<file path="src/rtl/core/gsrd_pkg.sv">
`timescale 1ns / 1ps

package gsrd_pkg;

    // Configuration port.
    localparam int CFG_IDX_W  = 3;
    localparam int CFG_DATA_W = 16;

    localparam logic [CFG_IDX_W-1:0] CFG_GRID_ROWS = 3'd0;
    localparam logic [CFG_IDX_W-1:0] CFG_GRID_COLS = 3'd1;
    localparam logic [CFG_IDX_W-1:0] CFG_DIFF_U    = 3'd2;
    localparam logic [CFG_IDX_W-1:0] CFG_DIFF_V    = 3'd3;
    localparam logic [CFG_IDX_W-1:0] CFG_FEED_RATE = 3'd4;
    localparam logic [CFG_IDX_W-1:0] CFG_KILL_RATE = 3'd5;
    localparam logic [CFG_IDX_W-1:0] CFG_TIME_STEP = 3'd6;

    localparam logic [15:0] RST_GRID_ROWS = 16'd256;
    localparam logic [10:0] RST_GRID_COLS = 11'd256;
    localparam logic [15:0] RST_DIFF_U    = 16'd10486;
    localparam logic [15:0] RST_DIFF_V    = 16'd5243;
    localparam logic [15:0] RST_FEED_RATE = 16'd2294;
    localparam logic [15:0] RST_KILL_RATE = 16'd4260;
    localparam logic [15:0] RST_TIME_STEP = 16'd4096;

    // Smallest grid the stencil can work on.
    localparam int MIN_DIM = 3;

    // Item operation codes.
    localparam logic OP_FLUSH = 1'b1;

    // Fixed-point scaling of the update.
    localparam int LAP_DIV    = 20;
    localparam int COEF_SHIFT = 16;
    localparam int DT_SHIFT   = 12;

    localparam int QUEUE_DEPTH = 2;

    typedef struct packed {
        logic [15:0] diff_u;
        logic [15:0] diff_v;
        logic [15:0] feed_rate;
        logic [15:0] kill_rate;
        logic [15:0] time_step;
    } t_coef;

    typedef enum logic [1:0] {
        F_IDLE,
        F_SHIFT,
        F_LAP
    } t_front_state;

    typedef enum logic [3:0] {
        B_IDLE,
        B_LAPU,
        B_LAPV,
        B_UV,
        B_UVV,
        B_FEED,
        B_KILL,
        B_KCAP,
        B_WAIT,
        B_SUM,
        B_TU,
        B_TV,
        B_TCAP,
        B_OUT
    } t_back_state;

endpackage

</file>
<file path="src/rtl/core/gsrd_div.sv">
`timescale 1ns / 1ps

module gsrd_div #(
    parameter int VALUE_BITS = 16
) (
    input  logic                          i_clk,
    input  logic                          i_rst_n,
    input  logic                          i_start,
    input  logic signed [VALUE_BITS+5:0]  i_num_u,
    input  logic signed [VALUE_BITS+5:0]  i_num_v,
    output logic                          o_busy,
    output logic signed [VALUE_BITS+7:0]  o_quo_u,
    output logic signed [VALUE_BITS+7:0]  o_quo_v
);
    import gsrd_pkg::*;

    localparam int NW = VALUE_BITS + 6;
    localparam int AW = VALUE_BITS + 8;
    localparam int KS = NW + 4;
    localparam int QW = NW - 4;
    localparam int PW = 2 * NW;

    // Twenty's reciprocal scaled by 2^KS and rounded up. The excess is small enough that
    // the truncated product is the exact quotient for every magnitude below 2^NW.
    localparam logic [NW-1:0] RECIP =
        NW'(((64'd1 << KS) + 64'(LAP_DIV - 1)) / 64'(LAP_DIV));

    // Two lanes: the magnitudes load in the start cycle and are multiplied in the next.
    logic [NW-1:0] r_n   [2];
    logic          r_neg [2];
    logic [QW-1:0] r_quo [2];
    logic          r_busy;

    logic signed [NW-1:0] num  [2];
    logic [PW-1:0]        prod [2];
    logic signed [AW-1:0] q    [2];

    assign num[0] = i_num_u;
    assign num[1] = i_num_v;
    assign o_busy = r_busy;

    always_comb begin
        for (int l = 0; l < 2; l++) begin
            prod[l] = PW'(r_n[l]) * PW'(RECIP);
            q[l]    = $signed({6'b000000, r_quo[l]});
            if (r_neg[l]) q[l] = -q[l];
        end
    end

    assign o_quo_u = q[0];
    assign o_quo_v = q[1];

    always_ff @(posedge i_clk) begin
        if (!i_rst_n) begin
            r_busy <= 1'b0;
        end else begin
            r_busy <= i_start;
        end
    end

    always_ff @(posedge i_clk) begin
        for (int l = 0; l < 2; l++) begin
            if (i_start) begin
                // A negative dividend is rounded towards minus infinity.
                r_neg[l] <= num[l][NW-1];
                r_n[l]   <= num[l][NW-1] ? (NW'(0) - NW'(num[l]) + NW'(LAP_DIV - 1))
                                         : NW'(num[l]);
            end else if (r_busy) begin
                r_quo[l] <= prod[l][PW-1:KS];
            end
        end
    end

endmodule

</file>
<file path="config.mk">
export PLATFORM = sky130hd
export DESIGN_NAME = gsrd_div
export DESIGN_NICKNAME = d
export VERILOG_FILES = /design/src/rtl/core/gsrd_pkg.sv /design/src/rtl/core/gsrd_div.sv
export SDC_FILE = /design/constraint.sdc
export NUM_CORES = 1
export LEC_CHECK = 0
export ABC_AREA = 1
export BUFFER_PORTS_ARGS = -buffer_cell sky130_fd_sc_hd__buf_2
export CAP_MARGIN = 20
export CORE_MARGIN = 1.5
export CORE_UTILIZATION = 45
export CTS_BUF_LIST = sky130_fd_sc_hd__clkbuf_8
export DETAILED_ROUTE_END_ITERATION = 10
export SLEW_MARGIN = 0
export SYNTH_ARGS = -nofsm -noshare
export SYNTH_HDL_FRONTEND = slang
export SYNTH_SLANG_ARGS = --single-unit
</file>
<file path="constraint.sdc">
create_clock -name i_clk -period 9.2 [get_ports i_clk]
set_clock_uncertainty 0.05 [all_clocks]
set_input_delay 0 -clock i_clk [delete_from_list [all_inputs] [get_ports i_clk]]
set_output_delay 0 -clock i_clk [all_outputs]
set_load 0.05 [all_outputs]
</file>
-- Yosys cells after proc, flatten, opt, wreduce, memory -nomap -nowiden
Memory sizes are Yosys's and may differ from the RTL's.
Cells that the tools add are included.
- register bits: 1
- RAM bits: 82
- input port bits: 47
- output and inout port bits: 49
- logic and storage cells: 21
- memories kept: 3
- $add $sub $neg: 6
- $mul: 2
- mux-type cells: 9
- memory list (name ; words ; width ; rd ports ; clocked after Yosys merged registers in ; wr ports ; line ; text):
    r_n ; 2 ; 22 ; 2 ; 0 ; 2 ; gsrd_div.sv:29 ; logic [NW-1:0] r_n [2];
    r_quo ; 2 ; 18 ; 2 ; 0 ; 2 ; gsrd_div.sv:31 ; logic [QW-1:0] r_quo [2];
    r_neg ; 2 ; 1 ; 2 ; 0 ; 2 ; gsrd_div.sv:30 ; logic r_neg [2];
- operators by type and width (operator ; count):
    multiplier 22 x 20 -> 42 bit, second input constant ; 2
    2-to-1 mux 24 bit ; 2
    negation 18 -> 24 bit ; 2
    adder 22 x 6 -> 22 bit, second input constant ; 2
    2-to-1 mux 22 bit ; 2
    subtractor 1 x 22 -> 22 bit, first input constant ; 2
    2-to-1 mux 1 bit ; 5

-- Logic depth before layout (Yosys ltp)
Gate-level depths: netlist of run 1.
- depth after elaboration: 3
- mapped depth: 27

-- Worst setup path after synthesis of run 1
Ideal clock, no wire load.
- path kind: register to register
- start point: memory r_n[0][24] (netlist name)
- end point: memory r_quo[0][30] (netlist name) (data pin)
- arrival: 5052 ps
- setup slack: 3846 ps
- cell stages (with the launch flop): 21
- path buffers: 0
- cells stage by stage: edfxtp_1 > ha_1 > xor2_1 > ha_1 > or2_2 > fa_1 > fa_1 > fa_1 > fa_1 > inv_1 > fa_1 > inv_1 > ha_1 > nand2_1 > nor2_1 > nand2_2 > nor2_4 > nand3_2 > or2_1 > nand3_1 > nand2_1
- RTL lines (element ; line):
    start: declaration ; gsrd_div.sv:29
    end: declaration ; gsrd_div.sv:31

==> flow_summary.toml, run 1 <==
[floorplan]
die_h_um = 223.2
die_w_um = 223.2
die_area_um2 = 49820
floorplan.initialDensity = 0.4570
pin_count = 96
core_region_area_um2 = 47750
num_rows = 80

[grt]
track_usage = 0.2549
grt_max_degree = 37
antenna_found_initial = 2
grt-ovfl-total = 0
grt_pass1_wl_um = 96430
grt_pass1_vias = 17340

[layout]
multi_input_area_um2 = 16720
stdcell_count = 3391
syn_to_final_growth_pct = 9.117
drive_gt1_frac = 0.04901
seq_area_um2 = 2482
num-fill-cells = 4638
fin_nets = 3547

[drt]
wl_per_cell_um = 18.22
drt_first_iter_violations = 995
drt-vias-per-instance = 5.047
drtAntennaViolNets = 0
vias = 17110
drc = 0
routed_wl_um = 61790
first_pass_iters = 8

[synth]
syn_avg_cell_area_um2 = 8.339
synthTopCellsByCount = "inv_1 (686), nand2_1 (430), ha_1 (427)"
post-synth-top-count-cell = "inv_1"
ys_warn_count = 0
netlist.area_leader.share = 0.2780
syn_nets = 3394
synth-async-reset-ratio = 0
synth_ff_type = "edfxtp_1"
synth_edf_count = 82
synthCells = 2617
synth_area_leader_cell = "fa_1"
ys_seq_area_frac = 0.1138
yosys-top-cells-area = "fa_1 (28%), ha_1 (24%), inv_1 (12%), edfxtp_1 (11%), nand2_1 (7.4%)"
syn_area_um2 = 21820
synth_seq_cells = 83
synth_cell_type_count = 39

[place]
dp_cells = 3318
dpl.hpwl_um = 55300
place_congestion = 0.9610
io_buffers = 95

[sta]
fmax_ghz = 0.1605
finalSetupViolCount = 0
tightest_slew_ns = 0.9664
setup-tns-final_ns = 0
period_needed_ns = 6.230
timing.final.crit_share = 0.6771
drv_slew = 0
rsz0062_at_grt = "false"
maxSlewHeadroom = 0.3542
hold_viol_final = 0

[clock_network]
post_cts_resized = 0
clk_pin_slew_worst_paths_ns = 0.14
post-cts-setup-buffers = 0
cts_tree = "done"
clockBufferDepth = 2
cts.sinks = 83
cts_made_buffers = 9
ctsRootBufferMaster = "clkbuf_8"
htreeDepth = 3
clock_latency_ns = 0.45

[outcome]
status = "complete, no violations"

[flow_run]
max-cap-violations = 0

[worst_setup_path]
end_kind = "register"
crit_required_ns = 9.30
critPathKind = "register to register"
cp.arrival_ns = 6.33
cp_cell_sequence = "ha_1 > inv_1 > fa_1 > inv_1 > fa_1 > inv_1 > fa_1 > fa_1 > inv_1 > fa_1 > ha_1 > ha_1 > nand2_1 > nor2_1 > nand2_1 > nor3_1 > o21ai_0 > nand3_1 > nand2_1"
start_kind = "register"
path_max_fanout = 5
cp_slowest_cell = "edfxtp_1"
reg2reg_slack_ns = 2.97
crit_top_cell = "fa_1"
cp_slowest_stage_delay_ns = 0.56

[min_path]
holdCritPathClass = "input port to register"
-- metrics by stage --
stage,utilization,hold WS (ns),instance area (um^2),setup slack (ns)
after detailed placement,0.4826,0.1611,23040,2.972
after global routing,0.4987,0.05239,23810,2.629
final,0.4987,0.05204,23810,2.970
after floorplan,-,0.04345,21820,3.846
after CTS,0.4987,0.02396,23810,2.937
after global placement,0.4826,0.1569,23040,2.917
-- final timing paths --
path,start,end,cells after the start
min reg2reg,o_busy,r_quo[0][34],2
max reg2reg,r_n[0][11],r_quo[0][6],19
min,i_start,r_n[0][22],2
max,r_n[0][11],r_quo[0][6],19
-- flip-flops by register name (all words and copies together) (netlist names) --
name / flops
o_busy: 1
r_n: 44
r_neg: 2
r_quo: 36
-- cell type report --
type / count / area share
clock inverter: 7 / 0.003521
sequential: 83 / 0.1043
antenna: 1 / 0.0001051
tap: 615 / 0.03232
inverter: 687 / 0.1083
multi-input combinational: 1836 / 0.7022
timing repair buffer: 153 / 0.04414
clock buffer: 9 / 0.005202
-- timing repair --
item                       4_1_cts  5_1_grt
hold buffers                    56        0
setup endpoints to repair        0        0
hold endpoints to repair        47        0
-- cells in the final DEF, fill, tap and decap left out, types with 12 or more instances in the layout --
cell,n
dlygate4sd3_1,56
xor2_1,73
a21oi_1,102
a21o_1,18
nor2_1,209
o21ai_0,70
ha_1,427
nor3_1,17
xnor2_1,21
buf_2,95
nand4_1,26
edfxtp_1,82
nand2_1,430
o21bai_1,12
fa_1,303
inv_1,686
nand3_1,67
-- metal layers --
layer,global-route usage,share of wire,vias up
li1,-,-,8411
met1,0.3793,0.50,8135
met2,0.3827,0.42,507
met3,0.05202,0.068,58
met4,0.05025,0.016,2
met5,0,0.00021,-
-- cells by family after synthesis --
group,count (synthesis),share of synthesized area
and+or+nand+nor,787,0.1488
adders and majority gates,730,0.5228
buffers and inverters,698,0.1204
AOI/OAI and AO/OA,225,0.05648
xor gates and xnor gates,94,0.03773
DFF,83,0.1138
-- worst max-delay path: cells and delay by family (launching register included) --
family,cells,cell delay (ns)
compound gates,1,0.24
simple gates,6,0.95
buf+inv,4,0.34
fa+ha+maj,8,3.79
flops,1,0.56
Power of run 1 is left out: the tool's default activity adds up to more than one toggle a clock period on the data nets, which glitch-free logic cannot reach.
==> run 2: changes to the inputs <==
Clock period 9.2 ns to 5 ns, I/O delays scaled along.
==> run 2 against run 1 <==
Effect of this change:
- the flow now finishes with violations (setup timing)
- global-route usage increased by 2.1 points
- sequential cell count unchanged
- critical path depth increased by 3
- worst setup slack got worse by 3.5 ns
- final area increased by 20%
- worst hold slack improved by 0.21 ns
- cell count increased by 10%
- count of clock-buffer cells in the layout unchanged
- non-clock buffer count increased by 349
- highest routed layer is now met4
- maximum frequency increased by 13%
==> flow_summary.toml, run 2 (synthesized netlist as in run 1, its figures left out) <==
[outcome]
status = "finished with violations"
violations = "setup timing"

[clock_network]
clk_pin_slew_worst_paths_ns = 0.09
clock_latency_ns = 0.47
clockBufferDepth = 2
htreeDepth = 3
cts_tree = "done"
ctsRootBufferMaster = "clkbuf_8"
cts.sinks = 83
cts_made_buffers = 9

[min_path]
hold_path.startpoint = "i_rst_n"
holdCritPathClass = "input port to register"
hold_end = "o_busy"
worstHoldPathCells = 4

[sta]
fmax_ghz = 0.1808
tightest_slew_ns = 0.7412
rsz0062_at_grt = "true"
timing.final.crit_share = 1.106
period_needed_ns = 5.531
hold_viol_final = 0
worst_slack_ns = -0.5314
maxSlewHeadroom = 0.5059
finalSetupViolCount = 36
drv_slew = 0

[layout]
mostFrequentLayoutCells = "inv_1 (648), nand2_1 (364), ha_1 (348)"
reg_top3 = "r_n: 44 flops, r_quo: 36 flops, r_neg: 2 flops"
syn_to_final_growth_pct = 30.58
regMostFlops = "r_n"
drive_gt1_frac = 0.2603
final_area_um2 = 28490
final_common_cell = "inv_1"
fin_nets = 3896
largest_reg_flops = 44
num-fill-cells = 4106

[worst_setup_path]
end_kind = "register"
crit_family = "adder cells"
crit_required_ns = 5.16
reg2reg_slack_ns = -0.53
cp_cell_sequence = "buf_6 > ha_4 > inv_4 > fa_1 > inv_2 > fa_2 > inv_2 > fa_2 > fa_1 > inv_1 > fa_2 > ha_4 > ha_4 > nand2_4 > inv_1 > nand2_2 > inv_2 > nand2_1 > nor2_2 > nand4_1 > nand4_1 > nand2_1"
critPathBufInv = 7
r2r-end = "r_quo[0][17]"
rr_worst_depth = 22
start_kind = "register"
path_max_fanout = 4
critPathKind = "register to register"
reg2reg_from = "r_n[0][8]"
cp_slowest_stage_delay_ns = 0.58
cp.arrival_ns = 5.69
cp_slowest_cell = "fa_1"

[grt]
antenna_found_initial = 0
grt-ovfl-total = 0
grt_pass1_wl_um = 105700
grtUsageMet1 = 0.3251
grt_pass1_vias = 20550
grt_max_degree = 48
busiest_layer = "met2"
grtUsageMet3 = 0.03042
use_met2 = 0.5122
track_usage = 0.2757

[floorplan]
floorplan.initialDensity = 0.4570
die_area_um2 = 49820
num_rows = 80
die_w_um = 223.2
pin_count = 96
core_region_area_um2 = 47750
die_h_um = 223.2

[drt]
drt_first_iter_violations = 950
drtAntennaViolNets = 0
vias = 18930
wl_per_cell_um = 17.82
drt-vias-per-instance = 5.062
drc = 0
routed_wl_um = 66630
first_pass_iters = 5

[place]
io_buffers = 95
dpl.hpwl_um = 57760
post-place-ws_ns = -0.8226
place_area_um2 = 25650
place_congestion = 1.002

[flow_run]
max-cap-violations = 0
run 2: cell types whose count changed in the layout (fill, tap and decap cells not counted), sizes merged:
cell         before  now
buf              97  442
inv             690  685
dlygate4sd3      56   60
bufinv            1    3
clkinv            2    4
run 2: area by class of cell:
class	instances	area (um^2)	area share
inverters	687	2595	0.09107
multi-input cells	1836	18630	0.6537
diodes	1	2.502	0.00008782
repair buffers	502	3790	0.1330
flip-flops and latches	83	2482	0.08712
clock inverters	6	105.1	0.003688
clock buffers	9	123.9	0.004347
well taps	615	769.5	0.02700
run 2: timing repair:
action,in CTS,in global routing
hold buffers,59,1
setup buffers,32,31
endpoints found under the hold margin,47,2
setup endpoints to repair,36,36
gates resized for setup,171,196
pin swaps,56,109
run 2: metal layers:
layer / wire length, um / part of all wire
met1: 27660 / 0.42
met2: 33710 / 0.51
met3: 2507 / 0.038
met4: 2748 / 0.041
met5: 0 / 0
run 2: worst min-delay path: cells and delay by family:
kind / cells / cell delay, ns
buffers and inverters: 3 / 0.69
and+or+nand+nor: 1 / 0.04
run 2: how the worst max path moves through the flow:
stage	cells past startpoint	from	endpoint
floorplan	20	r_n[0][24]	r_quo[0][30]
global placement	19	r_n[0][17]	r_quo[0][13]
detailed placement	19	r_n[0][17]	r_quo[0][13]
CTS	21	r_n[0][24]	r_quo[0][28]
global route	21	r_n[0][24]	r_quo[0][28]
finish	22	r_n[0][8]	r_quo[0][17]
run 2: stage by stage:
step           hold WS (ns)  utilization  setup TNS, ns  cells
3_3_place_gp         0.1521       0.5373         -17.02   3603
5_1_grt              0.2828       0.5968         -21.52   3738
3_5_place_dp         0.1512       0.5373         -18.16   3603
2_1_floorplan       0.04345            -         -2.236   2617
6_report             0.2581       0.5968         -15.44   3739
4_1_cts             0.08141       0.5744         -15.33   3708
Power of run 2 is left out for the same reason.
