## src/rtl/core/gsrd_pkg.sv

```systemverilog
`timescale 1ns / 1ps

package gsrd_pkg;

    // Configuration port.
    localparam int CFG_IDX_W  = 3;
    localparam int CFG_DATA_W = 16;

    localparam logic [CFG_IDX_W-1:0] CFG_GRID_ROWS = 3'd0;
    localparam logic [CFG_IDX_W-1:0] CFG_GRID_COLS = 3'd1;
    localparam logic [CFG_IDX_W-1:0] CFG_DIFF_U    = 3'd2;
    localparam logic [CFG_IDX_W-1:0] CFG_DIFF_V    = 3'd3;
    localparam logic [CFG_IDX_W-1:0] CFG_FEED_RATE = 3'd4;
    localparam logic [CFG_IDX_W-1:0] CFG_KILL_RATE = 3'd5;
    localparam logic [CFG_IDX_W-1:0] CFG_TIME_STEP = 3'd6;

    localparam logic [15:0] RST_GRID_ROWS = 16'd256;
    localparam logic [10:0] RST_GRID_COLS = 11'd256;
    localparam logic [15:0] RST_DIFF_U    = 16'd10486;
    localparam logic [15:0] RST_DIFF_V    = 16'd5243;
    localparam logic [15:0] RST_FEED_RATE = 16'd2294;
    localparam logic [15:0] RST_KILL_RATE = 16'd4260;
    localparam logic [15:0] RST_TIME_STEP = 16'd4096;

    // Smallest grid the stencil can work on.
    localparam int MIN_DIM = 3;

    // Item operation codes.
    localparam logic OP_FLUSH = 1'b1;

    // Fixed-point scaling of the update.
    localparam int LAP_DIV    = 20;
    localparam int COEF_SHIFT = 16;
    localparam int DT_SHIFT   = 12;

    localparam int QUEUE_DEPTH = 2;

    typedef struct packed {
        logic [15:0] diff_u;
        logic [15:0] diff_v;
        logic [15:0] feed_rate;
        logic [15:0] kill_rate;
        logic [15:0] time_step;
    } t_coef;

    typedef enum logic [1:0] {
        F_IDLE,
        F_SHIFT,
        F_LAP
    } t_front_state;

    typedef enum logic [3:0] {
        B_IDLE,
        B_LAPU,
        B_LAPV,
        B_UV,
        B_UVV,
        B_FEED,
        B_KILL,
        B_KCAP,
        B_WAIT,
        B_SUM,
        B_TU,
        B_TV,
        B_TCAP,
        B_OUT
    } t_back_state;

endpackage

```

## src/rtl/core/gsrd_back.sv

```systemverilog
`timescale 1ns / 1ps

module gsrd_back #(
    parameter int VALUE_BITS = 16,
    parameter int JW         = 4 * VALUE_BITS + 13
) (
    input  logic                          i_clk,
    input  logic                          i_rst_n,
    input  logic                          i_q_valid,
    output logic                          o_q_pop,
    input  logic [JW-1:0]                 i_job,
    input  gsrd_pkg::t_coef               i_coef,
    output logic                          o_div_start,
    output logic signed [VALUE_BITS+5:0]  o_div_num_u,
    output logic signed [VALUE_BITS+5:0]  o_div_num_v,
    input  logic                          i_div_busy,
    input  logic signed [VALUE_BITS+7:0]  i_quo_u,
    input  logic signed [VALUE_BITS+7:0]  i_quo_v,
    output logic                          o_out_valid,
    input  logic                          i_out_stall,
    output logic [VALUE_BITS-1:0]         o_u_out,
    output logic [VALUE_BITS-1:0]         o_v_out,
    output logic                          o_last_cell,
    output logic                          o_clipped
);
    import gsrd_pkg::*;

    localparam int VB = VALUE_BITS;
    localparam int FB = VB - 2;
    localparam int LW = VB + 6;
    localparam int NW = VB + 6;
    localparam int AW = VB + 8;
    localparam int BW = (VB > 18) ? VB : 18;
    localparam int PW = AW + BW;

    localparam logic signed [AW-1:0] ONE    = AW'(1) <<< FB;
    localparam logic signed [AW-1:0] SAT_HI = AW'((64'sd1 <<< (VB - 1)) - 64'sd1);
    localparam logic signed [AW-1:0] SAT_LO = -SAT_HI - AW'(1);

    t_back_state r_state, n_state;

    logic signed [VB-1:0] r_cu, r_cv;
    logic signed [LW-1:0] r_lapu, r_lapv;
    logic                 r_last;
    logic signed [NW-1:0] r_num_u;
    logic signed [AW-1:0] r_uvv, r_feed, r_kill, r_du, r_dv, r_nu, r_nv;
    logic signed [PW-1:0] r_prod;

    logic signed [AW-1:0] mul_a;
    logic signed [BW-1:0] mul_b;
    logic signed [PW-1:0] sh_f, sh_c, sh_t;
    logic                 load_out;

    logic                 r_out_valid, r_last_cell, r_clipped;
    logic [VB-1:0]        r_u_out, r_v_out;

    function automatic logic signed [VB-1:0] sat(input logic signed [AW-1:0] x);
        if (x > SAT_HI) return VB'(SAT_HI);
        if (x < SAT_LO) return VB'(SAT_LO);
        return VB'(x);
    endfunction

    assign sh_f = r_prod >>> FB;
    assign sh_c = r_prod >>> COEF_SHIFT;
    assign sh_t = r_prod >>> DT_SHIFT;

    // One shared multiplier; each multiplying state queues one product for the next.
    always_comb begin
        mul_a = '0;
        mul_b = '0;
        case (r_state)
            B_LAPU: begin
                mul_a = AW'(r_lapu);
                mul_b = $signed({{(BW-16){1'b0}}, i_coef.diff_u});
            end
            B_LAPV: begin
                mul_a = AW'(r_lapv);
                mul_b = $signed({{(BW-16){1'b0}}, i_coef.diff_v});
            end
            B_UV: begin
                mul_a = AW'(r_cu);
                mul_b = BW'(r_cv);
            end
            B_UVV: begin
                mul_a = sh_f[AW-1:0];
                mul_b = BW'(r_cv);
            end
            B_FEED: begin
                mul_a = ONE - AW'(r_cu);
                mul_b = $signed({{(BW-16){1'b0}}, i_coef.feed_rate});
            end
            B_KILL: begin
                mul_a = AW'(r_cv);
                mul_b = $signed({{(BW-17){1'b0}},
                                 {1'b0, i_coef.feed_rate} + {1'b0, i_coef.kill_rate}});
            end
            B_TU: begin
                mul_a = r_du;
                mul_b = $signed({{(BW-16){1'b0}}, i_coef.time_step});
            end
            B_TV: begin
                mul_a = r_dv;
                mul_b = $signed({{(BW-16){1'b0}}, i_coef.time_step});
            end
            default: ;
        endcase
    end

    always_comb begin
        o_q_pop     = (r_state == B_IDLE) && i_q_valid;
        o_div_start = (r_state == B_UV);
        o_div_num_u = r_num_u;
        o_div_num_v = sh_c[NW-1:0];
        load_out    = (r_state == B_OUT) && (!r_out_valid || !i_out_stall);
        n_state     = r_state;
        unique case (r_state)
            B_IDLE: if (i_q_valid) n_state = B_LAPU;
            B_LAPU: n_state = B_LAPV;
            B_LAPV: n_state = B_UV;
            B_UV:   n_state = B_UVV;
            B_UVV:  n_state = B_FEED;
            B_FEED: n_state = B_KILL;
            B_KILL: n_state = B_KCAP;
            B_KCAP: n_state = B_WAIT;
            B_WAIT: if (!i_div_busy) n_state = B_SUM;
            B_SUM:  n_state = B_TU;
            B_TU:   n_state = B_TV;
            B_TV:   n_state = B_TCAP;
            B_TCAP: n_state = B_OUT;
            B_OUT:  if (load_out) n_state = B_IDLE;
            default: n_state = B_IDLE;
        endcase
    end

    always_ff @(posedge i_clk) begin
        if (!i_rst_n) begin
            r_state <= B_IDLE;
        end else begin
            r_state <= n_state;
        end
    end

    always_ff @(posedge i_clk) begin
        r_prod <= mul_a * mul_b;
        case (r_state)
            B_IDLE: begin
                r_cu   <= $signed(i_job[VB-1:0]);
                r_cv   <= $signed(i_job[2*VB-1:VB]);
                r_lapu <= $signed(i_job[2*VB+LW-1:2*VB]);
                r_lapv <= $signed(i_job[2*VB+2*LW-1:2*VB+LW]);
                r_last <= i_job[JW-1];
            end
            B_LAPV: r_num_u <= sh_c[NW-1:0];
            B_FEED: r_uvv   <= sh_f[AW-1:0];
            B_KILL: r_feed  <= sh_c[AW-1:0];
            B_KCAP: r_kill  <= sh_c[AW-1:0];
            B_SUM: begin
                r_du <= i_quo_u - r_uvv + r_feed;
                r_dv <= i_quo_v + r_uvv - r_kill;
            end
            B_TV:   r_nu <= AW'(r_cu) + sh_t[AW-1:0];
            B_TCAP: r_nv <= AW'(r_cv) + sh_t[AW-1:0];
            default: ;
        endcase
    end

    always_ff @(posedge i_clk) begin
        if (!i_rst_n) begin
            r_out_valid <= 1'b0;
        end else if (load_out) begin
            r_out_valid <= 1'b1;
        end else if (!i_out_stall) begin
            r_out_valid <= 1'b0;
        end
    end

    always_ff @(posedge i_clk) begin
        if (load_out) begin
            r_u_out     <= sat(r_nu);
            r_v_out     <= sat(r_nv);
            r_last_cell <= r_last;
            r_clipped   <= (r_nu > SAT_HI) || (r_nu < SAT_LO)
                           || (r_nv > SAT_HI) || (r_nv < SAT_LO);
        end
    end

    assign o_out_valid = r_out_valid;
    assign o_u_out     = r_u_out;
    assign o_v_out     = r_v_out;
    assign o_last_cell = r_last_cell;
    assign o_clipped   = r_clipped;

endmodule

```

## config.mk

```make
export PLATFORM = sky130hd
export DESIGN_NAME = gsrd_back
export DESIGN_NICKNAME = d
export VERILOG_FILES = /design/src/rtl/core/gsrd_pkg.sv /design/src/rtl/core/gsrd_back.sv
export SDC_FILE = /design/constraint.sdc
export NUM_CORES = 2
export LEC_CHECK = 0
export BUFFER_PORTS_ARGS = -buffer_cell sky130_fd_sc_hd__buf_2
export CORE_MARGIN = 5
export CORE_UTILIZATION = 40
export CTS_CLUSTER_SIZE = 40
export DETAILED_ROUTE_END_ITERATION = 12
export RECOVER_POWER = 50
export SKIP_CTS_REPAIR_TIMING = 1
export SYNTH_ARGS = -nofsm -noshare
export SYNTH_HDL_FRONTEND = slang
export SYNTH_SLANG_ARGS = --single-unit
```

## constraint.sdc

```tcl
create_clock -name i_clk -period 11.1 [get_ports i_clk]
set_input_delay 1.665 -clock i_clk [delete_from_list [all_inputs] [get_ports i_clk]]
set_output_delay 1.665 -clock i_clk [all_outputs]
set_load 0.005 [all_outputs]
```

After elaboration in Yosys (flattened, before gate mapping)
Index checks and enable logic that the tools add are counted.

Bits in registers: 346. Output and inout bits: 81. Word-level logic and storage cells: 88.

Add/sub/neg operators: 8. $mul: 1. Order comparisons: 4. Equality and inequality tests: 17. Multiplexer cells: 26. Reductions and logical operators: 12.

Operators with widths (count): 24-bit one-hot mux with 8 select lines (1); 16-bit 2-to-1 mux (8); 18-bit one-hot mux with 6 select lines (1); 24-bit adder (4); 4-bit one-hot mux with 14 select lines (1); 24-bit by 16-bit greater-than comparator with 1-bit output (second input constant) (2); 24-bit by 16-bit < comparator with 1-bit output (second input constant) (2); 24-bit subtractor (2); 24-bit by 18-bit multiplier with 40-bit output (1); 4-bit == test (second input constant) (6); 16-bit by 16-bit adder with 17-bit output (1); 16-bit by 16-bit subtractor with 17-bit output (first input constant) (1); 4-bit by 3-bit == test with 1-bit output (second input constant) (4); 1-bit 2-to-1 mux (12); 4-bit 2-to-1 mux (3); 4-bit by 2-bit == test with 1-bit output (second input constant) (2); 2-bit inequality test (second input constant) (3); 4-bit by 1-bit == test with 1-bit output (second input constant) (1); 4-bit zero test (1); 1-bit logical OR (4); 2-bit OR reduction (2); 3-bit AND reduction (1); 1-bit logical AND (2); 1-bit zero test (2); 2-bit by 1-bit inequality test with 1-bit output (second input constant) (1).

Depth between registers and ports, before layout
Depth in word-level cells: 8. Depth in mapped cells: 37.

Worst setup path before layout
Ideal clock, no wire load.

Path kind: reg2out. Start: register r_state[3]. End: output port o_q_pop. Data arrival time: 8736 ps. Path slack: 699 ps. Cell stages (with the launch flop): 5. Buffers on the path: 2. Cells stage by stage: dfxtp_1 > buf_6 > clkbuf_1 > nor4_1 > and2_1.

Cells in the longest elaborated chain, start to end: 2.

RTL lines: start: declaration (RTL line gsrd_back.sv:40) `t_back_state r_state, n_state;`; start signal: assignment (RTL line gsrd_back.sv:139) `r_state <= n_state;`; 4-bit zero test (RTL line gsrd_back.sv:110) `o_q_pop = (r_state == B_IDLE) && i_q_valid;`; 1-bit logical AND (RTL line gsrd_back.sv:110); end: declaration (RTL line gsrd_back.sv:10) `output logic o_q_pop,`.

No other way between the ends.

Worst setup path after layout
Start: register r_state[0]. End: register r_prod[39].

Cells in the longest elaborated chain, start to end: 4.

RTL lines: 4-bit == test (tied with other cells) (RTL line gsrd_back.sv:71) `case (r_state)`; 2-bit OR reduction (no source line); 18-bit one-hot mux with 6 select lines (RTL line gsrd_back.sv:71); 24-bit by 18-bit multiplier with 40-bit output (*) (RTL line gsrd_back.sv:144) `r_prod <= mul_a * mul_b;`; end signal: assignment (RTL line gsrd_back.sv:144); end: declaration (RTL line gsrd_back.sv:47) `logic signed [PW-1:0] r_prod;`.

Mark *: on every way between the ends. The rest lies on a longest branch, timed or not. A chain may end at the register's enable or synchronous reset.

==> impl_metrics.ini <==
[cts]
numCtsBuffers = 37
clock_sinks = 334
htreeDepth = 2
root_buffer = clkbuf_16
cts_tree = yes
cts.clk_slew.worst_paths_ns = 0.06
clk_latency_ns = 0.58
clockBufferDepth = 3

[pwr]
peakVddDrop_uv = 118
p_total_mw = 5.49
leakage_nw = 17.2
p_per_area_mw_per_mm2 = 149
power.share.switching_pct = 40.9
internal_power_mw = 3.24
p_comb_share_pct = 44.6
power_frac_clock_pct = 22.7
switchingPower_mw = 2.24
p_seq_share_pct = 32.7

[setup_path]
reg2reg_depth = 31
r2r-end = r_prod[39]
slowest_stage = inv_1
cp-end-kind = flip-flop
critical_path_class = reg2reg
path_depth = 31
start_kind = flip-flop
crit_start = r_state[0]
path_delay_family = adder cells
cp-endpoint = r_prod[39]
reg2reg_from = r_state[0]
worst_ep_required_time_ns = 11.52
critical_path.max_fanout = 30
ff2ff_setup_slack_ns = 0.75
cp_data_arrival_time_ns = 10.77
worst-path-buf-inv = 7
max_stage_delay_ns = 1.35

[global_routing]
grt_util_all_layers_pct = 23.6
grt_pass1_wl_um = 155000
grt_max_degree = 53
grt_pass1_vias = 25200
antenna_found_initial = 0
grt_overflow = 0

[synthesis]
synth_warnings = 0
synth_top_area_share_pct = 28.0
ys_seq_elements = 334
yosys-top-cells-count = 705 x inv_1, 459 x fa_1, 384 x nand2_1
syn_avg_cell_area_sq_um = 10.2
yosysUniqueCellTypes = 89
synth.most_common_cell = inv_1
syn_area_sq_mm = 0.0328
synth_cells = 3233
synth_area_leader_cell = fa_1
yosys-top-cells-area = fa_1 28%, edfxtp_1 28%, inv_1 8.1%
yosysSeqAreaShare_pct = 29.5
synth_nets = 4110
dominantRegCellSynth = edfxtp_1
ys_async_sr_fraction_pct = 0
synth-edff-count = 301

[placed_design]
dp_hpwl_um = 83000
postPlaceCellArea_sq_mm = 0.0357
port_buffers = 290
post-place-ws_ns = 0.640
gp_congestion = 0.958

[floorplan]
rows = 105
dieArea_sq_mm = 0.0879
fp.dieW_um = 296
die_h_um = 296
io_pins = 291
core-area_sq_mm = 0.0817
start_util_pct = 40.2

[timing]
fin_setup_tns_ns = 0
setup_ws_ns = 0.745
worst_slew_pin_slew_ns = 3.01
setup_viol = 0
fmax_mhz = 96.6
rsz0062_at_grt = false
drv_slew = 133
fin_crit_sh_pct = 93.3
skew_ns = 0.0455
post-route-min-period_ns = 10.35
hold_viol = 0
slew_headroom_pct = -101

[layout]
utilization_pct = 45.1
drive_gt1_share_pct = 12.2
design_area_sq_mm = 0.0369
num-nets-final = 4399
area_growth_pct = 12.3

[status]
status = complete, but fails checks
violations = max-capacitance violations, max-slew violations

[run]
drv_cap = 4

[routing]
viasPerCell = 5.31
drcViolationCount = 0
vias = 24600
dr.pass1.iters = 5
dr.first_iter.drc_count = 2290
wl_per_cell_um = 22.5
ant_nets = 0
wl_um = 104000

[min_path]
holdCritPathClass = reg2reg
hold-path-cell-count = 0
-- logic make-up (layout without fill, tap and decap cells) --
| logic type | after synthesis | after routing | share of synthesized area, % |
|---|---|---|---|
| buffers and inverters | 830 | 1148 | 9.84 |
| and+or+nand+nor | 799 | 799 | 11.0 |
| adders and majority gates | 667 | 667 | 35.9 |
| AOI/OAI and AO/OA | 453 | 453 | 9.64 |
| DFF | 334 | 334 | 29.5 |
| xor gates and xnor gates | 145 | 145 | 3.91 |
| muxes | 5 | 5 | 0.160 |
| other | 0 | 2 | 0 |
-- cell usage in the layout, fill, tap and decap left out, drive strengths merged, types with 20 or more instances in the layout --
cell type,synthesis,routed
nand3,38,38
nand4,23,23
buf,33,337
nor2b,22,22
fa,459,459
dfxtp,33,33
clkbuf,87,74
and2,57,57
xor2,38,38
o21a,40,40
xnor2,106,106
nor2,167,167
o21ai,69,69
inv,708,711
a21o,43,43
ha,208,208
nand2,386,386
clkinv,2,20
edfxtp,301,301
nor3,33,33
nand2b,20,20
a21oi,102,102
a22oi,69,69
-- cell type report --
type | instances | area, sq um
fillers | 7890 | 44800
multi-input cells | 2069 | 19900
flip-flops and latches | 334 | 9700
inverters | 710 | 2670
repair buffers | 370 | 2000
well taps | 1070 | 1340
clock buffers | 41 | 941
clock inverters | 27 | 287
diodes | 2 | 5.00
-- power by group through the flow --
stage	logic [mW]	registers, mW	clock network, mW
2_1_floorplan	1.70	1.71	0
3_3_place_gp	2.42	1.82	0
3_5_place_dp	2.43	1.82	0
4_1_cts	2.45	1.79	1.28
5_1_grt	2.72	1.80	1.34
6_report	2.45	1.80	1.25
-- state kept, by name, summed over array words and instances, names as in the netlist --
name	flops
r_lapv	22
r_cv	16
o_v_out	16
r_uvv	24
r_dv	24
r_feed	24
r_lapu	22
o_out_valid	1
r_nv	24
r_kill	24
r_last	1
o_div_num_u	22
r_state	4
r_nu	24
o_clipped	1
r_cu	16
o_last_cell	1
r_prod	28
o_u_out	16
r_du	24
-- worst min path at each step --
stage	start	end
after global routing	r_last	o_last_cell
after floorplan	r_last	o_last_cell
after detailed placement	r_last	o_last_cell
after global placement	r_last	o_last_cell
after CTS	r_last	o_last_cell
final	r_last	o_last_cell
-- worst reg2reg max path: cells and delay by family, from the launching register on --
family	cells	cell delay, ns
xor gates and xnor gates	1	0.39
buffers and inverters	7	2.10
adders and majority gates	7	3.08
AOI/OAI and AO/OA	11	2.40
and+or+nand+nor	5	1.55
DFF	1	0.70
-- metrics by stage --
stage / hold WS (ns) / cells
after global placement: 0.400 / 4553
after detailed placement: 0.410 / 4553
after CTS: 0.425 / 4621
final: 0.427 / 4623
after floorplan: 0.400 / 3233
after global routing: 0.440 / 4621
-- layer usage --
| layer | vias to the layer above | share of wire [%] | track usage [%] |
|---|---|---|---|
| met4 | 0 | 2.9 | 5.63 |
| met1 | 12300 | 42 | 32.6 |
| met3 | 178 | 8.5 | 3.60 |
| li1 | 10900 | - | - |
| met2 | 1104 | 47 | 39.6 |
| met5 | - | 0 | 0 |
Note: power is estimated with default switching activity, not from simulation.
