File: src/rtl/core/gsrd_pkg.sv
`timescale 1ns / 1ps

package gsrd_pkg;

    // Configuration port.
    localparam int CFG_IDX_W  = 3;
    localparam int CFG_DATA_W = 16;

    localparam logic [CFG_IDX_W-1:0] CFG_GRID_ROWS = 3'd0;
    localparam logic [CFG_IDX_W-1:0] CFG_GRID_COLS = 3'd1;
    localparam logic [CFG_IDX_W-1:0] CFG_DIFF_U    = 3'd2;
    localparam logic [CFG_IDX_W-1:0] CFG_DIFF_V    = 3'd3;
    localparam logic [CFG_IDX_W-1:0] CFG_FEED_RATE = 3'd4;
    localparam logic [CFG_IDX_W-1:0] CFG_KILL_RATE = 3'd5;
    localparam logic [CFG_IDX_W-1:0] CFG_TIME_STEP = 3'd6;

    localparam logic [15:0] RST_GRID_ROWS = 16'd256;
    localparam logic [10:0] RST_GRID_COLS = 11'd256;
    localparam logic [15:0] RST_DIFF_U    = 16'd10486;
    localparam logic [15:0] RST_DIFF_V    = 16'd5243;
    localparam logic [15:0] RST_FEED_RATE = 16'd2294;
    localparam logic [15:0] RST_KILL_RATE = 16'd4260;
    localparam logic [15:0] RST_TIME_STEP = 16'd4096;

    // Smallest grid the stencil can work on.
    localparam int MIN_DIM = 3;

    // Item operation codes.
    localparam logic OP_FLUSH = 1'b1;

    // Fixed-point scaling of the update.
    localparam int LAP_DIV    = 20;
    localparam int COEF_SHIFT = 16;
    localparam int DT_SHIFT   = 12;

    localparam int QUEUE_DEPTH = 2;

    typedef struct packed {
        logic [15:0] diff_u;
        logic [15:0] diff_v;
        logic [15:0] feed_rate;
        logic [15:0] kill_rate;
        logic [15:0] time_step;
    } t_coef;

    typedef enum logic [1:0] {
        F_IDLE,
        F_SHIFT,
        F_LAP
    } t_front_state;

    typedef enum logic [3:0] {
        B_IDLE,
        B_LAPU,
        B_LAPV,
        B_UV,
        B_UVV,
        B_FEED,
        B_KILL,
        B_KCAP,
        B_WAIT,
        B_SUM,
        B_TU,
        B_TV,
        B_TCAP,
        B_OUT
    } t_back_state;

endpackage

File: src/rtl/core/gsrd_queue.sv
`timescale 1ns / 1ps

module gsrd_queue #(
    parameter int WIDTH = 77
) (
    input  logic             i_clk,
    input  logic             i_rst_n,
    input  logic             i_push,
    input  logic [WIDTH-1:0] i_data,
    output logic             o_full,
    input  logic             i_pop,
    output logic             o_valid,
    output logic [WIDTH-1:0] o_data
);
    import gsrd_pkg::*;

    localparam int PW = $clog2(QUEUE_DEPTH);
    localparam int NW = $clog2(QUEUE_DEPTH + 1);

    logic [WIDTH-1:0] r_mem [QUEUE_DEPTH];
    logic [PW-1:0]    r_wp, r_rp;
    logic [NW-1:0]    r_cnt;

    assign o_full  = (r_cnt == NW'(QUEUE_DEPTH));
    assign o_valid = (r_cnt != '0);
    assign o_data  = r_mem[r_rp];

    always_ff @(posedge i_clk) begin
        if (!i_rst_n) begin
            r_wp  <= '0;
            r_rp  <= '0;
            r_cnt <= '0;
        end else begin
            if (i_push) r_wp <= (r_wp == PW'(QUEUE_DEPTH - 1)) ? '0 : r_wp + PW'(1);
            if (i_pop)  r_rp <= (r_rp == PW'(QUEUE_DEPTH - 1)) ? '0 : r_rp + PW'(1);
            if (i_push && !i_pop)      r_cnt <= r_cnt + NW'(1);
            else if (i_pop && !i_push) r_cnt <= r_cnt - NW'(1);
        end
    end

    always_ff @(posedge i_clk) begin
        if (i_push) r_mem[r_wp] <= i_data;
    end

endmodule

File: config.mk
export PLATFORM = sky130hd
export DESIGN_NAME = gsrd_queue
export DESIGN_NICKNAME = d
export VERILOG_FILES = /design/src/rtl/core/gsrd_pkg.sv /design/src/rtl/core/gsrd_queue.sv
export SDC_FILE = /design/constraint.sdc
export NUM_CORES = 1
export LEC_CHECK = 0
export BUFFER_PORTS_ARGS = -buffer_cell sky130_fd_sc_hd__buf_4
export CAP_MARGIN = 40
export CORE_UTILIZATION = 45
export DETAILED_ROUTE_END_ITERATION = 12
export PLACE_DENSITY_LB_ADDON = 0.05
export SYNTH_ARGS = -nofsm -noshare
export SYNTH_HDL_FRONTEND = slang
export SYNTH_SLANG_ARGS = --single-unit
File: constraint.sdc
create_clock -name i_clk -period 4.6 [get_ports i_clk]
set_clock_uncertainty 0.15 [all_clocks]
set_input_delay 0.92 -clock i_clk [delete_from_list [all_inputs] [get_ports i_clk]]
set_output_delay 0.92 -clock i_clk [all_outputs]
set_load 0.05 [all_outputs]
=== Word-level counts from Yosys, hierarchy flattened ===
Memory sizes are Yosys's and may differ from the RTL's. A register that Yosys moved wholly into a read port is not among the register bits.
Index checks and enable logic that the tools add are counted.

* $add $sub $neg: 4
* Equality and inequality tests: 1
* Muxes and demuxes: 8
* Reductions and logical operators: 6

{| class="wikitable"
|+ Operators by type and width
! kind !! number
|-
| two-way mux 1 bit || 6
|-
| two-way mux 2 bit || 2
|-
| nonzero test 2 bit || 2
|-
| adder 1 bit, second input constant || 2
|-
| adder 2 x 1 -> 2 bit, second input constant || 1
|-
| == test 2 bit, second input constant || 1
|-
| logical AND 1 bit || 2
|-
| zero test 1 bit || 2
|-
| subtractor 2 x 1 -> 2 bit, second input constant || 1
|}

* Bits in registers: 4
* RAM bits: 154
* Bits of input ports: 81
* Output and inout port bits: 79
* Logic and storage cells: 23
* Memories kept: 1

{| class="wikitable"
|+ Memories
! memory !! depth !! bits a word !! rd ports !! clocked after memory_dff !! write ports !! line !! RTL
|-
| r_mem || 2 || 77 || 1 || 1 || 1 || gsrd_queue.sv:20 || <nowiki>logic [WIDTH-1:0] r_mem [QUEUE_DEPTH];</nowiki>
|}

=== Depth between registers and ports, before layout ===
Gate-level depths: netlist of the first run.

* Word-level depth: 4
* Depth in mapped cells: 5
* Mapped depth without buffers: 5

=== Least setup slack after synthesis of the first run ===
No wires, ideal clock.

* Path kind: input-to-reg
* Start point: input port i_push
* End point: memory r_mem[0][0], enable pin
* Setup time: 0.523 ns
* Arrival: 4.321 ns
* Required time: 3.927 ns
* Setup slack: -0.393 ns
* Stages on the path: 1
* Path buffers: 0
* Cell sequence: nor2b_1

* Longest elaborated chain between the ends: 2

{| class="wikitable"
|+ RTL lines
! item !! line !! RTL
|-
| start: declaration || gsrd_queue.sv:8 || <nowiki>input logic i_push,</nowiki>
|-
| two-way mux 1 bit || gsrd_queue.sv:42 || <nowiki>if (i_push) r_mem[r_wp] <= i_data;</nowiki>
|-
| two-way mux 1 bit (not written as such) || gsrd_queue.sv:42 ||
|-
| end: declaration || gsrd_queue.sv:20 ||
|}

No other way between the ends.

==> results of run 1 <==
routing by layer:
| layer | vias to the layer above | track usage [%] | share of wire (%) |
|---|---|---|---|
| li1 | 1378 | - | - |
| met1 | 1432 | 16.0 | 39 |
| met2 | 104 | 25.6 | 51 |
| met3 | 17 | 6.28 | 8.0 |
| met4 | 0 | 7.85 | 2.0 |
| met5 | - | 0 | 0 |
flip-flops by register name (all words and copies together), names as in the netlist, named ones only:
name / count
r_cnt: 2
r_mem: 154
r_wp: 1
r_rp: 1
cells in the mapped netlist:
| library cell | count |
|---|---|
| or2_2 | 1 |
| edfxtp_1 | 154 |
| and2_1 | 4 |
| o21ai_0 | 1 |
| ha_1 | 1 |
| inv_1 | 1 |
| dfxtp_1 | 5 |
| xnor2_1 | 1 |
| buf_6 | 2 |
| buf_8 | 3 |
| o21a_1 | 1 |
| buf_2 | 4 |
| xor2_1 | 2 |
| mux2_4 | 30 |
| a21boi_1 | 1 |
| mux2_2 | 47 |
| or3_1 | 1 |
| nor2b_1 | 3 |
metrics by stage:
step / hold slack, ns / instance area (sq um) / utilization [%] / power [mW]
6_report: 0.354 / 7790 / 61.3 / 3.48
4_1_cts: 0.360 / 7790 / 61.3 / 3.52
5_1_grt: 0.382 / 7790 / 61.3 / 3.61
2_1_floorplan: 0.311 / 5910 / - / 2.16
3_3_place_gp: 0.330 / 7280 / 57.2 / 2.35
3_5_place_dp: 0.347 / 7300 / 57.4 / 2.36
worst max-delay path by stage:
stage	slack, ns	start	to
final	1.30	flop	o_data[12]
after global routing	1.17	flop	o_data[14]
after CTS	1.22	flop	o_data[75]
after floorplan	1.06	i_push	r_mem[0][0]
after detailed placement	1.67	flop	o_data[75]
after global placement	1.68	flop	o_data[71]
layout by cell type (no fill, tap or decap), drive strengths merged:
| cell | netlist | routed |
|---|---|---|
| a21boi | 1 | 1 |
| xnor2 | 1 | 1 |
| dfxtp | 5 | 5 |
| or3 | 1 | 1 |
| nor2b | 3 | 3 |
| buf | 9 | 164 |
| o21ai | 1 | 1 |
| clkinv | 0 | 12 |
| xor2 | 2 | 2 |
| or2 | 1 | 1 |
| ha | 1 | 1 |
| inv | 1 | 1 |
| and2 | 4 | 4 |
| clkbuf | 0 | 20 |
| o21a | 1 | 1 |
| mux2 | 77 | 77 |
| edfxtp | 154 | 154 |
worst max-delay path, stage by stage (launching register included):
cell,delay [ns]
dfxtp_4,0.85
buf_4,0.38
mux2_2,0.37
buf_4,0.19
final cells by class:
cell class                      instances  area, sq um  area share (%)
Clock buffer                           20          437            5.60
Clock inverter                         12         52.6           0.674
Inverter                                1         3.75          0.0482
Multi-Input combinational cell         93         1100            14.2
Sequential cell                       159         4730            60.7
Tap cell                              172          215            2.76
Timing Repair Buffer                  164         1250            16.1
cell families (layout without fill, tap and decap cells):
group	after synthesis	in the layout	share of synthesized area (%)
adder cells (fa/ha/maj)	1	1	0.212
AO/OA/AOI/OAI	3	3	0.339
XOR/XNOR	3	3	0.445
flip-flops	159	159	79.9
buffers and inverters	10	197	1.55
multiplexers	77	77	16.6
AND/OR/NAND/NOR	9	9	0.953
power by group:
part | switching (mW) | internal [mW] | total, mW | leakage [nW]
registers | 0.0388 | 1.67 | 1.71 | 1.49
logic | 0.372 | 0.234 | 0.607 | 1.26
clock network | 0.494 | 0.670 | 1.16 | 0.246
==> summary.md, run 1 <==
| Metric | Value |
|---|---|
| Via count | about 2900 |
| Status | finished clean |
| Initial antenna violation count | 0 |
| R2R Path End | r_mem[1][2] |
| Initial Util | a little under half |
| Setup_tns | 0 ns |
| Site Rows | 41 |
| Yosys top cell by area | edfxtp_1 |
| Critical path type | reg2out |
| Power per Cell Area | roughly 450 nW/um^2 |
| Warnings from Yosys | 0 |
| Worst path arrival time | 2.23 ns |
| Hold Crit Endpoint | r_cnt[1] |
| CTS root buf | clkbuf_16 |
| I/O Buffers | approximately 160 |
| Pre-antenna DRT Iters | 6 |
| WHS Path Cells | 2 |
| Least-Margin Pin Slew | ~0.80 ns |
| Die Footprint | about 14000 sq um |
| Fillers | 1003 |
| Core Area | 12700 sq um |
| RSZ-0062 raised after global routing | false |
| FF-to-FF setup slack | between 2 and 3 ns |
| Layout area overhead | 31.8% |
| Max_cap viols | 0 |
| Max VDD drop | approximately 0.00027 V |
| Post-route setup slack | between 1 and 1.5 ns |
| Die width | 117 um |
| First-pass GRT wire length | roughly 14000 um |
| DRC | 0 |
| Gate Count Post-Synth | between 200 and 300 |
| Top post-synthesis cells by area | edfxtp_1, mux2_2, mux2_4, dfxtp_1, buf_8 |
| Final Non-Filler Cells | 621 |
| CTS tree | built |
| Max_slew headroom | about 47% |
| Syn Nets | 344 |
| Max clock buf depth | 2 |
| Nets | 518 |
| Cells on worst reg2reg path | 2 |
| # IOs | 160 |
| H-tree depth | 4 |
| Fin crit period | 3.30 ns |
| Vias in the first global route | between 2000 and 3000 |
| CP endpoint kind | primary output |
| Diode count | 0 |
| CP Max Fanout | 48 |
| Post-CTS Hold Buffers | 0 |
| Worst-Skew Late Latency | roughly 0.41 ns |
| Antenna Violating Nets Remaining | 0 |
| Lkg Pwr | approximately 3 nW |
| Distinct cells, synth | 18 |
| Post CTS Setup Buffer Count | 0 |
| GRT overflow | 0 |
| Sequential fraction of the synthesis area | about four fifths |
| Fin crit share | a little under three quarters |
| Placed cells | 589 |
| Largest net degree at the start of global routing | between 50 and 60 |
| Worst setup SP type | flop |
| Cell Area, Synth | about 5900 sq um |
| WL per Instance | between 15 and 20 um |
| Hold WC Path Type | reg2reg |
| Tot GR Track Use | ~15% |
| Post-DP HPWL | between 6000 and 7000 um |
| Vias per cell | 4.72 |
| WL final | between 9000 and 10000 um |
| CTS clock-pin slew for the worst setup and hold paths | around 0.06 ns |
| Reg-to-Reg Start | r_wp |
| Slew Viols, Final | 0 |
| Final RePlAce weighted congestion | 0.705 |
| Final Hold Viols | 0 |
| # clock sinks | between 150 and 200 |
| Die H | 117 um |
| Number of synthesized register bits | around 160 |
| Worst slack, placed | 1.67 ns |
| Fmax | between 300 and 400 MHz |
| Inserted Clock Buffers | 17 |
| Worst Min Path Start | r_cnt[1] |
| Critical path data required time | around 3.5 ns |
| Avg Cell Area, Syn | about 23 sq um |
| # setup viols final | 0 |
| Layout cells sized above 1 | roughly 60% |
| Post-CTS sizing | 0 |
| Synth top area share | roughly four fifths |
| DRT iter0 DRCs | between 100 and 150 |
Note: power is estimated with default switching activity, not from simulation.
==> run 2, diff against run 1 <==
==> constraint.sdc (replaced) <==
create_clock -name i_clk -period 2.91 [get_ports i_clk]
set_clock_uncertainty 0.15 [all_clocks]
set_input_delay 0.582 -clock i_clk [delete_from_list [all_inputs] [get_ports i_clk]]
set_output_delay 0.582 -clock i_clk [all_outputs]
set_load 0.05 [all_outputs]
==> run 2 against run 1 <==
  * Sequential share of layout area down 0.80 points
  * Flip-flop and latch count unchanged
  * Clock power up 80%
  * Register-to-register slack worse by 1.7 ns
  * Total power up 66%
  * Largest cell class unchanged
  * Critical path type unchanged
  * Combinational power up 66%
  * Worst setup slack worse by 0.76 ns
  * Sequential power up 57%
  * Cell area up 1.3%
  * Non-clock buffer count up 1
  * Final cell count down 0.16%
  * Critical path depth unchanged
==> summary.md, run 2 (same netlist as run 1, synthesis figures left out) <==
| Metric | Value |
|---|---|
| First-pass GRT wire length | 14800 um (+2.6%) |
| Tot GR Track Use | 15.4% (+0.39 points) |
| Die H | 117 um (unchanged) |
| Least-Margin Pin Slew | 0.476 ns (-0.323 ns) |
| Post-CTS Hold Buffers | 0 (unchanged) |
| GRT overflow | 0 (unchanged) |
| # setup viols final | 0 (unchanged) |
| Worst-Skew Late Latency | 0.41 ns (about the same) |
| Fillers | 970 (-3.3%) |
| Largest net degree at the start of global routing | 44 (-17%) |
| DRT iter0 DRCs | 132 (-7.0%) |
| Fmax | between 400 and 500 MHz |
| Clk pwr share | 36.2% (+2.8 points) |
| CP endpoint kind | primary output |
| Internal power | 4.34 mW (+68%) |
| I/O Buffers | 159 (unchanged) |
| Lkg Pwr | 3.03 nW (+1.3%) |
| CTS clock-pin slew for the worst setup and hold paths | 0.06 ns (about the same) |
| Placed cells | 590 (+0.17%) |
| Worst slack, placed | 0.935 ns (-0.732 ns) |
| Post-route setup slack | 0.545 ns (-0.757 ns) |
| Biggest regs | r_mem x154, r_cnt x2 |
| Pre-antenna DRT Iters | 4 (-2) |
| Fin crit period | 2.37 ns |
| Max VDD drop | 0.000423 V (+55%) |
| Setup_tns | 0 ns (unchanged) |
| Layout cells sized above 1 | 59.8% (+0.13 points) |
| CTS root buf | clkbuf_16 |
| Diode count | 0 (unchanged) |
| Final Hold Viols | 0 (unchanged) |
| Vias per cell | 4.76 (+0.88%) |
| Critical path data required time | 2.18 ns (-1.35 ns) |
| Final RePlAce weighted congestion | 0.683 (-3.0%) |
| Initial antenna violation count | 0 (unchanged) |
| Vias in the first global route | 2963 (-0.64%) |
| Antenna Violating Nets Remaining | 0 (unchanged) |
| Post-CTS sizing | 0 (unchanged) |
| Nets | 519 (+0.19%) |
| Via count | 2952 (+0.72%) |
| Die Footprint | 13600 sq um (unchanged) |
| # clock sinks | 159 (unchanged) |
| # IOs | 160 (unchanged) |
| Layout area overhead | 33.6% |
| CTS tree | built |
| DRC | 0 (unchanged) |
| CP Max Fanout | 43 (-10%) |
| H-tree depth | 4 (unchanged) |
| Sw power | 1.44 mW (+59%) |
| Max_cap viols | 0 (unchanged) |
| WL per Instance | 16.6 um (+3.4%) |
| Worst setup SP type | flop |
| Final Non-Filler Cells | 620 (-0.16%) |
| RSZ-0062 raised after global routing | false |
| Seq pwr share | 46.4% (-2.8 points) |
| Post CTS Setup Buffer Count | 0 (unchanged) |
| Power per Cell Area | 731 nW/um^2 (+64%) |
| Inserted Clock Buffers | 17 (unchanged) |
| Sw Share | 24.9% (-1.1 points) |
| Max_slew headroom | 68.2% (+22 points) |
| Die width | 117 um (unchanged) |
| Fin crit share | 81.3% |
| Core Area | 12700 sq um (unchanged) |
| Comb power frac | 17.4% (about the same) |
| Slew Viols, Final | 0 (unchanged) |
| Post-DP HPWL | 6630 um (+1.6%) |
| WL final | 10300 um (+3.2%) |
| Hold WC Path Type | in2reg |
| Initial Util | 46.5% (unchanged) |
| Status | finished clean |
| Largest reg by FF count | r_mem |
| Worst path arrival time | 1.63 ns (-0.60 ns) |
| Commonest cells after routing, fill and taps aside | buf_4, edfxtp_1, mux2_2 |
| Site Rows | 41 (unchanged) |
| Number of flip-flops in the largest register | 154 (unchanged) |
| Max clock buf depth | 2 (unchanged) |
| Leading cell type in the layout, fill and taps excluded | buf_4 |
| Critical path type | reg2out |
## run 2: power by group through the flow
stage	registers [mW]	clock network [mW]	logic (mW)
2_1_floorplan	2.72	0	0.702
3_3_place_gp	2.72	0	1.01
3_5_place_dp	2.73	0	1.01
4_1_cts	2.68	2.14	1.02
5_1_grt	2.69	2.23	1.05
6_report	2.68	2.09	1.01
## run 2: metrics by stage
step | instance area, sq um | hold slack, ns | total power, mW | util, %
6_report | 7900 | 0.204 | 5.77 | 62.1
5_1_grt | 7900 | 0.184 | 5.97 | 62.1
4_1_cts | 7900 | 0.183 | 5.84 | 62.1
3_5_place_dp | 7340 | 0.375 | 3.74 | 57.7
3_3_place_gp | 7340 | 0.327 | 3.73 | 57.7
2_1_floorplan | 5920 | 0.311 | 3.42 | -
## run 2: routing by layer
| layer | track usage [%] | vias to the layer above | part of all wire (%) |
|---|---|---|---|
| met5 | 0 | - | 0 |
| met4 | 8.86 | 0 | 1.6 |
| met3 | 6.33 | 12 | 8.6 |
| met2 | 24.7 | 109 | 50 |
| met1 | 17.6 | 1451 | 40 |
| li1 | - | 1380 | - |
## run 2: final cells by class
cell class	count	area, sq um	share of cell area (%)
Inverter	1	3.75	0.0475
Tap cell	172	215	2.73
Clock inverter	12	126	1.60
Multi-Input combinational cell	93	1100	14.0
Sequential cell	159	4730	59.9
Clock buffer	18	429	5.43
Timing Repair Buffer	165	1290	16.3
## run 2: path summary, 6_finish.rpt
| check | startpoint | endpoint | slack [ns] | depth (start not counted) |
|---|---|---|---|---|
| min | i_data[25] | r_mem[0][25] | 0.20 | 1 |
| min reg2reg | r_cnt[1] | r_cnt[1] | 0.37 | 2 |
| max reg2reg | r_wp | r_mem[0][43] | 1.31 | 2 |
| max | flop | o_data[13] | 0.54 | 3 |
## run 2: critical path: stages (launching register included)
cell and delay, ns:
dfxtp_4 0.37, buf_12 0.25, mux2_2 0.39, buf_4 0.20
